File: src/hw/rtl/sti_pkg.sv
`timescale 1ns / 1ps
// Shared types and constants for the scaled table interpolator.
// No dependencies; imported by every module of the block.
package sti_pkg;

   localparam int WORD_W     = 32;
   localparam int COUNT_W    = 9;
   localparam int INDEX_W    = 8;
   localparam int CSR_ADDR_W = 2;
   // widest table address over the supported table depths
   localparam int ADDR_W_MAX = 12;
   localparam int QUEUE_DEPTH = 4;

   localparam logic [CSR_ADDR_W-1:0] CSR_SCALE  = 2'd0;
   localparam logic [CSR_ADDR_W-1:0] CSR_OFFSET = 2'd1;
   localparam logic [CSR_ADDR_W-1:0] CSR_COUNT  = 2'd2;

   localparam logic [COUNT_W-1:0] COUNT_RESET = 9'd256;

   localparam logic REQ_LOOKUP = 1'b0;
   localparam logic REQ_WRITE  = 1'b1;

   typedef enum logic [1:0] {
      OP_WRITE,
      OP_CLAMP,
      OP_INTERP
   } sti_op_type;

   typedef struct packed {
      sti_op_type              op;
      logic                    eov;
      logic [ADDR_W_MAX-1:0]   addr;
      logic [WORD_W-1:0]       data;
   } sti_entry_type;

endpackage

File: src/hw/rtl/sti_front.sv
`timescale 1ns / 1ps
// Front end: accepts request beats, forms the table position and classifies it.
// Depends on sti_pkg; feeds sti_queue.
module sti_front import sti_pkg::*; #(
   parameter int TABLE_DEPTH = 256,
   parameter int FRAC_BITS   = 16
) (
   input  logic                      clock,
   input  logic                      reset,
   input  logic                      req_valid,
   output logic                      req_ready,
   input  logic                      req_type,
   input  logic signed [WORD_W-1:0]  req_sample,
   input  logic [INDEX_W-1:0]        req_entry_index,
   input  logic signed [WORD_W-1:0]  req_entry_value,
   input  logic                      req_end_of_vector,
   input  logic signed [WORD_W-1:0]  scale,
   input  logic signed [WORD_W-1:0]  offset,
   input  logic [COUNT_W-1:0]        table_count,
   output logic                      push,
   output sti_entry_type             push_entry,
   input  logic                      full
);

   localparam int AW = $clog2(TABLE_DEPTH);
   localparam int XW = 64 - 2 * FRAC_BITS;

   logic                     advance;
   logic                     f1_valid_ff;
   logic                     f1_type_ff;
   logic                     f1_eov_ff;
   logic [INDEX_W-1:0]       f1_idx_ff;
   logic [WORD_W-1:0]        f1_val_ff;
   logic signed [63:0]       f1_prod_ff;
   logic signed [63:0]       f1_prod_in;
   logic                     f2_valid_ff;
   logic                     f2_type_ff;
   logic                     f2_eov_ff;
   logic [INDEX_W-1:0]       f2_idx_ff;
   logic [WORD_W-1:0]        f2_val_ff;
   logic signed [63:0]       f2_pos_ff;
   logic signed [63:0]       f2_pos_in;
   logic signed [63:0]       offset_ext;
   logic [AW-1:0]            last;
   logic [XW-1:0]            pos_int;
   logic [FRAC_BITS-1:0]     pos_frac;
   logic                     keep;

   assign advance    = !f2_valid_ff || !full;
   assign req_ready  = advance;
   assign f1_prod_in = req_sample * scale;
   assign offset_ext = {{32{offset[WORD_W-1]}}, offset} <<< FRAC_BITS;
   assign f2_pos_in  = f1_prod_ff + offset_ext;

   always_ff @(posedge clock) begin
      if (reset) begin
         f1_valid_ff <= 1'b0;
         f2_valid_ff <= 1'b0;
      end else if (advance) begin
         f1_valid_ff <= req_valid;
         f2_valid_ff <= f1_valid_ff;
      end
   end

   always_ff @(posedge clock) begin
      if (advance) begin
         f1_type_ff <= req_type;
         f1_eov_ff  <= req_end_of_vector;
         f1_idx_ff  <= req_entry_index;
         f1_val_ff  <= req_entry_value;
         f1_prod_ff <= f1_prod_in;
         f2_type_ff <= f1_type_ff;
         f2_eov_ff  <= f1_eov_ff;
         f2_idx_ff  <= f1_idx_ff;
         f2_val_ff  <= f1_val_ff;
         f2_pos_ff  <= f2_pos_in;
      end
   end

   always_comb begin
      if (table_count == '0) begin
         last = '0;
      end else if (int'(table_count) > TABLE_DEPTH) begin
         last = AW'(TABLE_DEPTH - 1);
      end else begin
         last = AW'(int'(table_count) - 1);
      end
   end

   assign pos_int  = f2_pos_ff[63:2*FRAC_BITS];
   assign pos_frac = f2_pos_ff[2*FRAC_BITS-1:FRAC_BITS];

   always_comb begin
      push_entry.eov = f2_eov_ff;
      keep           = 1'b1;
      if (f2_type_ff == REQ_WRITE) begin
         push_entry.op   = OP_WRITE;
         push_entry.addr = ADDR_W_MAX'(f2_idx_ff);
         push_entry.data = f2_val_ff;
         keep            = int'(f2_idx_ff) < TABLE_DEPTH;
      end else if (f2_pos_ff[63] || f2_pos_ff == '0) begin
         push_entry.op   = OP_CLAMP;
         push_entry.addr = '0;
         push_entry.data = '0;
      end else if (pos_int >= XW'(last)) begin
         push_entry.op   = OP_CLAMP;
         push_entry.addr = ADDR_W_MAX'(last);
         push_entry.data = '0;
      end else begin
         push_entry.op   = OP_INTERP;
         push_entry.addr = ADDR_W_MAX'(pos_int[AW-1:0]);
         push_entry.data = WORD_W'(pos_frac);
      end
   end

   assign push = f2_valid_ff && !full && keep;

endmodule

File: config.mk
export PLATFORM = sky130hd
export DESIGN_NAME = sti_front
export DESIGN_NICKNAME = d
export VERILOG_FILES = /design/src/hw/rtl/sti_pkg.sv /design/src/hw/rtl/sti_front.sv
export SDC_FILE = /design/constraint.sdc
export NUM_CORES = 2
export LEC_CHECK = 0
export ABC_AREA = 1
export BUFFER_PORTS_ARGS = -buffer_cell sky130_fd_sc_hd__clkbuf_2
export CORE_MARGIN = 3
export CORE_UTILIZATION = 35
export CTS_CLUSTER_SIZE = 8
export DETAILED_ROUTE_END_ITERATION = 10
export PLACE_DENSITY_LB_ADDON = 0.08
export SKIP_CTS_REPAIR_TIMING = 1
export SLEW_MARGIN = 20
export SYNTH_ARGS = -nofsm -noshare
export SYNTH_HDL_FRONTEND = slang
export SYNTH_SLANG_ARGS = --single-unit
File: constraint.sdc
create_clock -name clock -period 14.5 [get_ports clock]
set_input_delay 2.175 -clock clock [delete_from_list [all_inputs] [get_ports clock]]
set_output_delay 2.175 -clock clock [all_outputs]
set_load 0.05 [all_outputs]
# Word level (Yosys, flattened, before mapping)
# Index checks and enable logic that the tools add are counted.
# Widths: inputs -> output; s select.
[totals] regBits=214 latchBits=0 mem_bits_rw=0 mem_bits_ro=0 in_bits=151 n_memories=0
[classes] addsub=2 multipliers=1 div=0 magnitude_cmp=2 n_eq_ne=0 n_shift=0 n_mux=8 bitwise_logic=0 n_reduce_logical=7
[op_table] op="$mux 40" n=3
[op_table] op="$add 64x48->64" n=1
[op_table] op="$logic_not 64->1" n=1
[op_table] op="$mul 32x32->64" n=1
[op_table] op="$ge 32x8->1" n=1
[op_table] op="$mux 8" n=2
[op_table] op="$gt 9x9->1 const B" n=1
[op_table] op="$logic_not 9->1" n=1
[op_table] op="$sub 8x1->8 const B" n=1
[op_table] op="$mux 2" n=3
[op_table] op="$logic_not 1->1" n=2
[op_table] op="$logic_or 1x1->1" n=2
[op_table] op="$logic_and 1x1->1" n=1

# Longest topological paths before layout
[depth] depth_word=7 depth_mapped=32 ltp_nobuf=31

# Least setup slack after synthesis
# No wires, ideal clock.
[synth_path] path_kind="input-to-output" start="input port full" end="output port req_ready" t_arrival_ns=6.952 t_required_ns=12.325 setup_slack_ns=5.373 stages=1 cell_sequence="nand2_1"
[synth_via] elab_chain_len=2
[synth_rtl] item="start, declared" line="sti_front.sv:22" text="input logic full"
[synth_rtl] item="$logic_not 1->1" line="sti_front.sv:49" text="assign advance = !f2_valid_ff || !full;"
[synth_rtl] item="$logic_or 1x1->1" line="sti_front.sv:49"
[synth_rtl] item="end, declared" line="sti_front.sv:11" text="output logic req_ready,"
# No other way between the ends.

# Worst setup path in the final report
[layout_path] start="input port scale[8]" end="register f1_prod_ff[61] (data pin)"
[layout_via] elab_chain_len=1
[layout_rtl] item="start, declared" line="sti_front.sv:17" text="input logic signed [WORD_W-1:0] scale,"
[layout_rtl] item="$mul 32x32->64" line="sti_front.sv:51" text="assign f1_prod_in = req_sample * scale;"
[layout_rtl] item="named net f1_prod_in[61]" line="sti_front.sv:35" text="logic signed [63:0] f1_prod_in;"
[layout_rtl] item="end signal, assigned" line="sti_front.sv:71" text="f1_prod_ff <= f1_prod_in;"
[layout_rtl] item="end, declared" line="sti_front.sv:34" text="logic signed [63:0] f1_prod_ff;"
# The timed path passes the listed nets, and every way through them passes these cells.
# A chain may end at the register's enable or synchronous reset.

==> results.json <==
{
  "status": "complete, no violations",
  "crit_path_max_incr_delay_ps": 1050,
  "wl_um": 155000,
  "dr.pass1.iters": 6,
  "finalCriticalPeriod_ps": 9780,
  "endpoint_kind": "register",
  "clk_latency_ps": 520,
  "syn-cell-area_um2": 50300,
  "yosys_warnings": 0,
  "grt_pass1_wl_um": 244000,
  "hp-start": "f1_val_ff[26]",
  "cts_buffer_depth": 3,
  "ys_types": 42,
  "cts_buffers": 34,
  "grt_pass1_vias": 41000,
  "yosys-top-cells-area": "fa_1 (43%), inv_1 (14%), nand2_1 (14%)",
  "r2r_end": "f2_pos_ff[48]",
  "grtUsageTotal_pct": 21.5,
  "crit_type": "in2reg",
  "start_util_pct": 35.4,
  "syn2layout_area_growth_pct": 7.55,
  "dp_worst_setup_slack_ps": 4120,
  "layout_setup_ws_ps": 4720,
  "synth.largest_area_cell": "fa_1",
  "htree_levels": 2,
  "holdPathStages": 0,
  "max_slew_margin_pct": 23.1,
  "rr_startpoint": "f1_prod_ff[16]",
  "rsz0062_at_grt": "false",
  "max_freq_ghz": 0.102,
  "portBuffers": 195,
  "grt_max_degree": 171,
  "worstSetupStartpointType": "input port",
  "antenna_found_initial": 4,
  "setup_tns_ps": 0,
  "drive_gt1_share_pct": 5.07,
  "synth_seq_cells": 214,
  "gp_congestion": 0.905,
  "routedWlPerCell_um": 18.8,
  "rrSetupSlack_ps": 11880,
  "post-route-period-util_pct": 67.5,
  "tightestPinTransition_ps": 1150,
  "cts_tree": "built",
  "grt_overflow": 0,
  "top_level_ports": 200,
  "grt.busiest_layer": "met2",
  "yosys.area.top_type_share_pct": 43.1,
  "crit_family": "adder cells",
  "cts-root-buf": "clkbuf_16",
  "required_ps": 14770,
  "critPathMaxFanout": 32,
  "avgViaCountPerCell": 4.59,
  "drc": 0,
  "antenna_left": 0,
  "critical_path_buf_inv_count": 6,
  "final.setup_skew_ps": 19.8,
  "die_h_um": 385,
  "grt.met1_usage_pct": 29.6,
  "netlist_instances": 6309,
  "crit_top_cell": "fa_1",
  "post-dp-hpwl_um": 131000,
  "finalSetupViolCount": 0,
  "die-area_um2": 148000,
  "vias": 38000,
  "rows": 138,
  "drv_cap": 0,
  "num-nets-final": 7847,
  "min_to": "f2_val_ff[26]",
  "cts_sinks": 214,
  "clk_pin_slew_worst_paths_ps": 50,
  "use_met2_pct": 37.0,
  "first_iter_violations": 2236,
  "hold_path.class": "reg2reg",
  "syn_area_per_cell_um2": 7.98,
  "crit_arrival_ps": 10050,
  "critPathSlowestCell": "fa_1",
  "grt_util_met3_pct": 1.87,
  "finalHoldViolCount": 0,
  "r2r_cells": 13,
  "core_um2": 142000,
  "ys_seq_area_share_pct": 12.7,
  "finalMaxSlewViolations": 0,
  "dieWidth_um": 385
}
[registers in the layout, indices dropped and copies added, names as in the netlist, 8 cells and up]
signal,cells
f1_val_ff,32
f2_val_ff,32
f1_idx_ff,8
f1_prod_ff,64
f2_pos_ff,64
f2_idx_ff,8
[area by class of cell]
type,count,area [µm²]
Sequential cell,214,6410
Timing Repair Buffer,229,1250
Clock inverter,6,108
Inverter,1921,7210
Tap cell,1890,2360
Clock buffer,43,906
Fill cell,15000,88100
Multi-Input combinational cell,3972,35900
Antenna cell,3,7.51
[synth_stat cells]
cell and count:
a21boi_0 2, a21o_1 3, a21oi_1 123, and2_1 4
and3_1 1, buf_1 1, buf_12 1, buf_4 5
buf_6 3, clkbuf_1 193, clkbuf_8 2, conb_1 1
dfxtp_1 2, edfxtp_1 212, fa_1 1083, ha_1 241
inv_1 1920, inv_4 1, nand2_1 1882, nand2_2 10
nand2_4 1, nand3_1 145, nand3_2 15, nand3b_1 3
nand4_1 37, nand4_4 1, nor2_1 217, nor2_2 12
nor2_4 2, nor3_1 20, nor4_1 5, nor4_2 1
nor4_4 1, o21a_1 3, o21ai_0 58, o21ai_1 1
o21ai_2 2, o21bai_1 12, o22ai_1 1, or2_2 8
xnor2_1 12, xor2_1 62
[layout by cell type, fill, tap and decap left out, drive strengths merged, types with 3 or more instances in the layout]
| cell type | count |
|---|---|
| a21o | 3 |
| a21oi | 123 |
| and2 | 4 |
| buf | 36 |
| bufinv | 3 |
| clkbuf | 236 |
| conb | 4 |
| diode | 3 |
| edfxtp | 212 |
| fa | 1083 |
| ha | 241 |
| inv | 1922 |
| nand2 | 1893 |
| nand3 | 160 |
| nand3b | 3 |
| nand4 | 38 |
| nor2 | 231 |
| nor3 | 20 |
| nor4 | 7 |
| o21a | 3 |
| o21ai | 61 |
| o21bai | 12 |
| or2 | 8 |
| xnor2 | 12 |
| xor2 | 62 |
[kinds of logic (layout without fill, tap and decap cells)]
family | after synthesis | count (layout) | synth area share, %
buffers and inverters | 2126 | 2199 | 16.0
and+or+nand+nor | 2365 | 2365 | 18.8
DFF | 214 | 214 | 12.7
AOI/OAI and AO/OA | 205 | 205 | 2.15
xor gates and xnor gates | 74 | 74 | 1.29
other | 1 | 7 | 0.00745
adders and majority gates | 1324 | 1324 | 49.1
[metrics by stage]
step / hold slack, ps / cells / cell area (µm²) / utilization, %
after detailed placement: 405 / 8226 / 53100 / 37.3
final: 410 / 8278 / 54200 / 38.1
after floorplan: 400 / 6312 / 50400 / -
after global routing: 417 / 8275 / 54100 / 38.1
after global placement: 401 / 8226 / 53100 / 37.3
after CTS: 412 / 8275 / 54100 / 38.1
[layer usage]
| layer | vias to the layer above | share of wire [%] |
|---|---|---|
| met4 | 2 | 2.1 |
| met5 | - | 0.0084 |
| met1 | 19000 | 45 |
| met2 | 873 | 48 |
| li1 | 17900 | - |
| met3 | 163 | 4.5 |
[how the worst max path moves through the flow]
stage                          end  slack [ps]      startpoint  cells after the start
global placement    f1_prod_ff[61]        4120        scale[8]                     26
detailed placement  f1_prod_ff[61]        4120  req_sample[31]                     26
global route        f1_prod_ff[61]        4070        scale[8]                     26
finish              f1_prod_ff[61]        4720        scale[8]                     26
floorplan                req_ready        5370            full                      1
CTS                 f1_prod_ff[61]        4680  req_sample[31]                     26
Power is not shown: default switching activity piles up to over one toggle a cycle in this logic, so the estimate is an artifact.
