===== src/hw/rtl/sti_pkg.sv =====
`timescale 1ns / 1ps
// Shared types and constants for the scaled table interpolator.
// No dependencies; imported by every module of the block.
package sti_pkg;

   localparam int WORD_W     = 32;
   localparam int COUNT_W    = 9;
   localparam int INDEX_W    = 8;
   localparam int CSR_ADDR_W = 2;
   // widest table address over the supported table depths
   localparam int ADDR_W_MAX = 12;
   localparam int QUEUE_DEPTH = 4;

   localparam logic [CSR_ADDR_W-1:0] CSR_SCALE  = 2'd0;
   localparam logic [CSR_ADDR_W-1:0] CSR_OFFSET = 2'd1;
   localparam logic [CSR_ADDR_W-1:0] CSR_COUNT  = 2'd2;

   localparam logic [COUNT_W-1:0] COUNT_RESET = 9'd256;

   localparam logic REQ_LOOKUP = 1'b0;
   localparam logic REQ_WRITE  = 1'b1;

   typedef enum logic [1:0] {
      OP_WRITE,
      OP_CLAMP,
      OP_INTERP
   } sti_op_type;

   typedef struct packed {
      sti_op_type              op;
      logic                    eov;
      logic [ADDR_W_MAX-1:0]   addr;
      logic [WORD_W-1:0]       data;
   } sti_entry_type;

endpackage


===== src/hw/rtl/sti_queue.sv =====
`timescale 1ns / 1ps
// Short FIFO of classified beats between front end and back end.
// Depends on sti_pkg.
module sti_queue import sti_pkg::*; (
   input  logic           clock,
   input  logic           reset,
   input  logic           push,
   input  sti_entry_type  push_entry,
   output logic           full,
   input  logic           pop,
   output sti_entry_type  pop_entry,
   output logic           empty
);

   localparam int PW = $clog2(QUEUE_DEPTH);

   sti_entry_type   q_ff [QUEUE_DEPTH];
   logic [PW-1:0]   wr_ptr_ff;
   logic [PW-1:0]   rd_ptr_ff;
   logic [PW:0]     count_ff;
   logic [PW:0]     count_in;

   assign full      = count_ff == (PW+1)'(QUEUE_DEPTH);
   assign empty     = count_ff == '0;
   assign pop_entry = q_ff[rd_ptr_ff];

   always_comb begin
      count_in = count_ff;
      if (push && !pop) begin
         count_in = count_ff + 1'b1;
      end else if (pop && !push) begin
         count_in = count_ff - 1'b1;
      end
   end

   always_ff @(posedge clock) begin
      if (reset) begin
         wr_ptr_ff <= '0;
         rd_ptr_ff <= '0;
         count_ff  <= '0;
      end else begin
         count_ff <= count_in;
         if (push) begin
            wr_ptr_ff <= wr_ptr_ff + 1'b1;
         end
         if (pop) begin
            rd_ptr_ff <= rd_ptr_ff + 1'b1;
         end
      end
   end

   always_ff @(posedge clock) begin
      if (push) begin
         q_ff[wr_ptr_ff] <= push_entry;
      end
   end

endmodule


===== config.mk =====
export PLATFORM = sky130hd
export DESIGN_NAME = sti_queue
export DESIGN_NICKNAME = d
export VERILOG_FILES = /design/src/hw/rtl/sti_pkg.sv /design/src/hw/rtl/sti_queue.sv
export SDC_FILE = /design/constraint.sdc
export NUM_CORES = 1
export LEC_CHECK = 0
export BUFFER_PORTS_ARGS = -buffer_cell sky130_fd_sc_hd__buf_4
export CORE_ASPECT_RATIO = 0.8
export CORE_UTILIZATION = 45
export CTS_BUF_LIST = sky130_fd_sc_hd__clkbuf_16
export DETAILED_ROUTE_END_ITERATION = 6
export HOLD_SLACK_MARGIN = 0.06
export SYNTH_ARGS = -nofsm -noshare
export SYNTH_HDL_FRONTEND = slang
export SYNTH_SLANG_ARGS = --single-unit

===== constraint.sdc =====
create_clock -name clock -period 2.91 [get_ports clock]
set_input_delay 0.1455 -clock clock [delete_from_list [all_inputs] [get_ports clock]]
set_output_delay 0.1455 -clock clock [all_outputs]
set_load 0.005 [all_outputs]

After elaboration in Yosys (flattened, before gate mapping)
Memories as Yosys holds them, arrays and structs flattened. A register that Yosys moved wholly into a read port is not among the register bits. Cells that the tools add are included.

Equal/unequal tests: 1. Reductions and logical operators: 6. Muxes and demuxes: 6. Add/subtract/negate cells: 4.

Operator list (number): 2-to-1 mux 3 bit (2); adder 2 x 1 -> 2 bit (second input constant) (2); 2-to-1 mux 2 bit (2); adder 3 x 1 -> 3 bit (second input constant) (1); == test 3 bit (second input constant) (1); zero test 3 bit (1); subtractor 3 x 1 -> 3 bit (second input constant) (1); logical AND 1 bit (2); zero test 1 bit (2); 2-to-1 mux 1 bit (2); nonzero test 2 bit (1).

Output and inout port bits: 49. Bits in registers: 7. Memories kept: 1. Bits in writable memories: 188.

Memories: q_ff (depth 4, bits a word 47, rd ports 1, clocked after Yosys merged registers in 1, wr ports 1, RTL line sti_queue.sv:17) `sti_entry_type q_ff [QUEUE_DEPTH];`.

Longest topological paths before layout
Gate-level depths: netlist of run 1.

Depth after elaboration: 4. Gate-level depth with buffers: 7. Mapped depth without buffers: 7.

Worst setup path after synthesis of run 1
OpenSTA, ideal clock, no wires.

Path type: flip-flop to flip-flop. Start point: reg wr_ptr_ff[0]. End point: mem q_ff[2][0] (netlist bit), enable pin. Period minus slack after synthesis: 2.077 ns. Arrival: 1.667 ns. Cell stages (with the launch flop): 4. Buffers on the path: 0. Required time: 2.501 ns. Setup slack: 0.833 ns. Cells stage by stage: dfxtp_1 inv_1 ha_1 and2_1.

RTL lines: from (decl) (RTL line sti_queue.sv:18) `logic [PW-1:0] wr_ptr_ff;`; from (signal assigned) (RTL line sti_queue.sv:44) `wr_ptr_ff <= wr_ptr_ff + 1'b1;`; to (decl) (RTL line sti_queue.sv:17).

Straight into the memory's write port.

==> results of run 1 <==
==> worst paths after layout <==
| kind | start | cells past startpoint | end | slack (ns) |
|---|---|---|---|---|
| min reg2reg | count_ff[2] | 2 | count_ff[2] | 0.51 |
| max reg2reg | wr_ptr_ff[0] | 4 | q_ff[2][38] | 1.14 |
| min | push_entry[44] | 2 | q_ff[0][44] | 0.45 |
| max | flop | 3 | pop_entry[37] | 0.71 |
==> registers in the layout, summed over array words and instances, names as in the netlist, named ones only <==
signal     flops
rd_ptr_ff      2
q_ff         188
count_ff       3
wr_ptr_ff      2
==> kinds of logic after synthesis <==
kind of cell    synth area share
xor+xnor                 0.00605
buf+inv                   0.0168
mux                        0.149
compound gates           0.00138
fa+ha+maj                 0.0114
simple gates              0.0102
flops                      0.805
==> layout by cell type (no fill, tap or decap), drive strengths merged <==
cell / instances
dlygate4sd3: 50
fa: 1
mux2i: 2
edfxtp: 188
dfxtp: 9
buf: 108
xor2: 3
a21oi: 1
clkbuf: 17
nand2: 1
inv: 5
ha: 5
and2: 4
nor2: 7
clkinvlp: 3
o21ai: 1
clkinv: 8
xnor2: 2
or3: 1
mux4: 47
nor3: 1
nor3b: 1
bufinv: 3
==> where the power goes <==
part / internal, µW / total (µW) / switching, µW
Clock: 1340 / 2310 / 966
Sequential: 3250 / 3310 / 57.3
Combinational: 403 / 690 / 287
Total: 4990 / 6310 / 1310
==> per-stage QoR <==
step	util	hold WS (ns)	cells	cell area (µm²)	setup WS [ns]
after floorplan	-	0.244	289	7240	0.833
after global placement	0.525	0.346	601	8270	1.13
after detailed placement	0.525	0.348	601	8270	1.10
after CTS	0.594	0.439	683	9360	0.643
after global routing	0.594	0.448	683	9360	0.581
final	0.594	0.454	683	9360	0.712
==> worst register-to-register path, delay by kind of cell, from the launching register on <==
kind	cells	cell delay, ns
buffers and inverters	2	0.47
flip-flops	1	0.35
adder cells (fa/ha/maj)	1	0.15
AND/OR/NAND/NOR	1	0.48
==> metal layers <==
layer	vias up	wire, µm	GRT usage	part of all wire
li1	1546	-	-	-
met1	1791	6050	0.237	0.46
met2	105	6310	0.262	0.48
met3	20	635	0.0525	0.048
met4	0	222	0.0674	0.017
met5	-	0	0	0
==> area by class of cell <==
class,instances,area (µm²),share of cell area
tap,215,269,0.0287
multi-input combinational,77,1290,0.138
inverter,4,15.0,0.00160
timing repair buffer,158,1360,0.145
clock buffer,17,425,0.0454
sequential,197,5830,0.623
clock inverter,15,165,0.0176
==> cell usage after synthesis (3+ instances only) <==
| master | instances | area share |
|---|---|---|
| inv_1 | 4 | 0.0021 |
| nor2_1 | 7 | 0.0036 |
| buf_2 | 4 | 0.0028 |
| buf_12 | 3 | 0.0083 |
| edfxtp_1 | 188 | 0.78 |
| mux4_2 | 47 | 0.15 |
| dfxtp_1 | 9 | 0.025 |
| ha_1 | 5 | 0.0086 |
| xor2_1 | 3 | 0.0036 |
| and2_1 | 4 | 0.0035 |
==> results, run 1 <==
- In this run the worst path has a maximum fanout of 15.
- The maximum clock rate is roughly 0.46 GHz.
- In the global route stage, overall resource usage came out at 0.173.
- The area growth from synthesis to layout is 29.4%.
- For the pin with the worst max-slew slack, the measured transition is between 0.5 and 0.6 ns.
- The kind of end point of the critical path is a primary output.
- The largest individual stage delay along the critical path comes from the cell mux4_2.
- The residual DRC count is 0.
- The CTS sink count is ~200.
- At the worst endpoint, the arrival time is between 2 and 2.5 ns.
- The congestion estimate from routability-driven global placement came to about 0.7.
- The synthesized instance count is approximately 290.
- The floorplan has 41 rows.
- Buffers inserted during clock tree synthesis total 17.
- The run finished with clean final reports.
- Walking the worst path, the cells encountered are buf_4, mux4_2, buf_4.
- The worst path needs approximately 2.2 ns of the cycle, external delays included.
- Setup violations remaining at the end of the flow were counted as 0.
- The mean post-synth cell area is 25.0 µm².
- The ratio of routed vias to standard cells is around 5.
- Entering global routing, the biggest net connects 35 pins.
- Clock tree synthesis selected as its root buffer the cell clkbuf_16.
- The initial antenna violation count came to 0.
- The library cell appearing most often on the critical path is buf_4.
- Counting the fill cells in the layout gives roughly 1.1k.
- The number of I/O port buffers is between 90 and 100.
- The count of nets left with antenna violations once routing finished came out at 0.
- The mapped netlist covers ~7200 µm².
- The post-synth net total is about 350.
- The initial utilization of the core area, before any placement, comes to 0.459.
- The overall die width is 144 µm.
- The area of the core is 15,700 µm².
- The final number of hold-violating endpoints came to 0.
- The number of buffers added to fix hold violations after cts is 50.
- The clock-pin transition on the worst setup and hold timing paths is roughly 0.06 ns.
- Setup repair after global routing left no endpoint under its margin.
- The max-capacitance violation count is 0.
- The critical path class is flop to primary output.
- The full die area is roughly 17,000 µm².
- The leftover overflow at the end of global routing is 0.
- Once the clock tree was built, the resizer swapped 0 gates to a different size.
- Summed over all nets, the half-perimeter wirelength after detailed placement is just under 8 mm.
- The number of setup buffers added after CTS is 0.
- The worst-case IR drop observed on VDD is about 0.53 mV.
- The async set-reset flop share out of synthesis is 0.
- The synthesized netlist contains 22 unique library cells.
- In this run, synthesis inferred 188 flip-flops with an integrated enable.
- The max-slew violation count is 0.
- The leakage power is 0.00322 µW.
- The share of the Yosys chip area taken by registers is 0.805.
- The sum of buffers and inverters on the critical path is 2.
- STA puts the critical path data required time at 2.76 ns.
- Power spread over the standard cell area amounts to 674 nW/µm².
- The deepest clock path buffer count is 2.
- The setup total negative slack is 0 ns.
- The kind of cell with the highest combined delay on the critical path is multiplexers.
- The maximum cell stage delay along the critical path is 0.58 ns.
- The net count of the finished layout is around 510.
- The CTS tree is built.
- The nature of the critical path startpoint is a flop.
- The share of final-layout standard cells stronger than drive strength 1 is 0.406.
- The power after layout is around 6300 µW.
- In this run the worst hold path is classified as input port to flop.
- At the later pin of the worst-skew pair, clock insertion delay measures between 0.4 and 0.5 ns.
- The I/O pin count is 100.
- The via count of the first global-routing pass was ~3.6k.
- The detailed-router iteration count before antenna repair is 4.
- The count of warnings emitted by yosys is 0.
- Among all flip-flop cells after synthesis, the most frequent one is edfxtp_1.
- The overall die height is 115 µm.
- The repair_antennas step left the layout with diodes totalling 0.
- The wire length of the first global-routing pass is about 20 mm.
- The final route contains about 3.5k vias.
- In this run the number of H-tree levels came out at 4.
- The post-detailed-routing wire length is 13.2 mm.
- The violation count after the first detailed-routing iteration is around 190.
- After detailed routing, the average wire length per cell comes to between 15 and 20 µm.
- Of the available clock period, the critical path in the final layout requires 0.755.
- The worst pin sits at a relative slew slack of 0.626.
- The total of flip-flops plus latches after synthesis is between 150 and 200.
- The maximum clock skew at final layout is 0.00874 ns.
Power figures use the tool's default switching activity.
==> run 2: changes to the inputs <==
==> constraint.sdc (replaced) <==
create_clock -name clock -period 2.25 [get_ports clock]
set_input_delay 0.1125 -clock clock [delete_from_list [all_inputs] [get_ports clock]]
set_output_delay 0.1125 -clock clock [all_outputs]
set_load 0.005 [all_outputs]
==> run 2 against run 1 <==
Net effect: first-iteration DRC count is 35% higher; core utilization down 0.16 points; critical path depth unchanged; combinational power is 29% higher; routed wire length shrank 4.3%; clock skew increased by 0.00050 ns; worst hold slack worse by 0.025 ns; largest power group unchanged; clock power grew 19%; non-clock buffer count grew 3; sequential cell count did not move; sequential share of layout area increased by 0.17 points.
==> results, run 2 (synthesis gave the netlist of run 1 again) <==
- The maximum clock rate is around 0.48 GHz.
- Clock tree synthesis inserted a total of 17 buffers.
- The congestion estimate from routability-driven global placement came to roughly 0.69.
- The internal reg-to-reg setup slack is about 0.7 ns.
- Entering global routing, the biggest net connects 40 pins.
- In this run the critical register-to-register path is launched from wr_ptr_ff[0].
- The number of H-tree branching levels is 4.
- The busiest layer in global routing is met2.
- The max-capacitance violation count is 0.
- Traced cell by cell, the critical path runs through buf_4, mux4_2, buf_4.
- The cell family contributing the most delay on the critical path is flip-flops.
- The nature of the critical path startpoint is a flop.
- For this run, design rule violations remaining after detail routing come to 0.
- The clock-pin transition on the worst setup and hold timing paths is around 0.06 ns.
- For the worst-skew pair, the clock arrives at the later sink with an insertion delay of roughly 0.43 ns.
- The clock passes through at most 2 buffers.
- The most common library cell in the layout ignoring fill and taps is edfxtp_1.
- The min-delay analysis places its worst path in the category input port to flop.
- The register with the most flip-flops in the layout has around 190 of them.
- The overall die width is 144 µm.
- The relative max-transition margin is 0.690.
- The final number of hold-violating endpoints came to 0.
- The library cell appearing most often on the critical path is buf_4.
- TritonCTS built the clock tree.
- The detailed-router iteration count before antenna repair is 5.
- The initial antenna violation count is 0.
- The largest registers in the layout are q_ff (188), count_ff (3).
- In the layout the commonest cells are 188 x edfxtp_1, 107 x buf_4, 50 x dlygate4sd3_1.
- STA classifies the critical path endpoint as a primary output.
- The total overflow left after global routing is 0.
- The post-route fraction of the period consumed by the critical path is 0.925.
- The max-slew violation count came to 0.
- For this design the top-level I/O count stands at 100.
- The final critical delay including setup and external delays is between 2 and 2.5 ns.
- In the global route stage, met2 resource usage came out at 0.249.
- The full die area is ~17,000 µm².
- The via count of the first global-routing pass came to about 3.6k.
- The final net count is between 500 and 600.
- In the routed layout, each cell is associated on average with a via count of roughly 5.0.
- The path depth of the worst reg2reg path is 4.
- The number of cell rows is 41.
- In this run the remaining antenna-violating nets after routing total 0.
- The count of buffers added on input and output ports is 99.
- The number of diodes added for antenna fixing is 0.
- The worst hold path was traced through 2 stages.
- Counting both buffers and inverters, the worst setup path holds a total of 2.
- Summed over all layers, the routed wires come to between 10 and 15 mm.
- The path with the worst hold slack has its endpoint at q_ff[0][21].
- The die is 115 µm tall.
- The maximum clock skew at final layout is ~0.0092 ns.
- In this run the critical register-to-register path is captured at q_ff[2][9].
- The wire length of the first global-routing pass is between 15 and 20 mm.
- The critical path is of the flop to primary output type.
- VDD sags by at most 0.545 mV.
- Hold is met by 0.430 ns.
- The signed area change from the synthesized netlist to the final layout is 29.0%.
- The clock net in this run drives a total of about 200 sinks.
- Setup repair after global routing left no endpoint under its margin.
- More flip-flops sit in one register than any other, and that register is q_ff.
- The critical path crosses 3 cells after its start point.
- In this run the worst path has a maximum fanout of 20.
- STA puts the critical path data arrival time at 1.97 ns.
- The per-cell routed wire length is 18.4 µm.
- The setup total negative slack is 0 ns.
- The power density relative to cell area is around 850 nW/µm².
- Counting the fill cells in the layout gives 1,175.
- The final route contains 3,426 vias.
- The worst hold path begins at push_entry[21].
- The clock tree root driver cell is clkbuf_16.
- The area of the core is ~16,000 µm².
- The overall global routing resource usage is 0.167.
- The transition time at the pin with the least slew margin is about 0.47 ns.
- The largest individual stage delay along the critical path comes from the cell dfxtp_4.
- For this design the static power due to leakage is ~0.0032 µW.
- The flow ran to the end, and the final reports show no timing, DRC or antenna violations.
- The first routing iteration left 252 violations.
- The HPWL after detailed placement is around 7.6 mm.
- The maximum cell stage delay along the critical path is about 0.6 ns.
- Setup violations remaining at the end of the flow were counted as 0.
- For met3 alone, demand over resource in global routing was 0.0591.
- The met1 demand-to-capacity share in global routing is 0.224.
- Buffers added to address setup during post-CTS repair amount to 0.
- The required time of the critical path is 2.14 ns.
- The effective utilization at floorplan is 0.459.
- Of the cells placed in the final design, the portion with a size suffix greater than 1 is 0.406.
==> run 2: worst register-to-register path: stages, from the launching register on <==
cell	delay (ns)
dfxtp_1	0.35
inv_1	0.09
ha_1	0.13
and2_2	0.33
buf_12	0.30
==> run 2: worst max path at each step <==
stage | startpoint | to
2_1_floorplan | wr_ptr_ff[0] | q_ff[2][0]
3_5_place_dp | flop | pop_entry[0]
6_report | flop | pop_entry[0]
4_1_cts | flop | pop_entry[0]
5_1_grt | flop | pop_entry[0]
3_3_place_gp | flop | pop_entry[39]
==> run 2: area by class of cell <==
class | instances | area, µm² | share of cell area
clock buffer | 17 | 425 | 0.0456
sequential | 197 | 5830 | 0.625
clock inverter | 15 | 118 | 0.0126
multi-input combinational | 77 | 1290 | 0.139
tap | 215 | 269 | 0.0288
timing repair buffer | 161 | 1380 | 0.148
inverter | 4 | 15.0 | 0.00161
==> run 2: timing repair <==
| action | CTS | global route |
|---|---|---|
| setup endpoints to repair | 0 | 0 |
| hold buffers | 50 | 0 |
| gates resized for setup | 0 | 0 |
| endpoints found under the hold margin | 197 | 0 |
==> run 2: through the flow <==
step / instance area, µm² / setup WS [ns] / cells / util / total power, µW
2_1_floorplan: 7240 / 0.173 / 289 / - / 4770
3_3_place_gp: 8290 / 0.557 / 604 / 0.526 / 5180
3_5_place_dp: 8290 / 0.556 / 604 / 0.526 / 5200
4_1_cts: 9340 / 0.0799 / 686 / 0.593 / 8030
5_1_grt: 9340 / 0.0431 / 686 / 0.593 / 8250
6_report: 9340 / 0.168 / 686 / 0.593 / 7920
==> run 2: power by group <==
group / switching, µW / leakage (µW) / internal [µW] / total, µW
sequential: 70.9 / 0.00180 / 4210 / 4280
combinational: 366 / 0.00114 / 525 / 890
clock: 1240 / 0.000276 / 1510 / 2750
total: 1680 / 0.00322 / 6240 / 7920
==> run 2: per-layer routing <==
layer,vias to the layer above,part of all wire
met2,94,0.47
met5,-,0
met3,12,0.066
met4,0,0.014
li1,1553,-
met1,1767,0.45
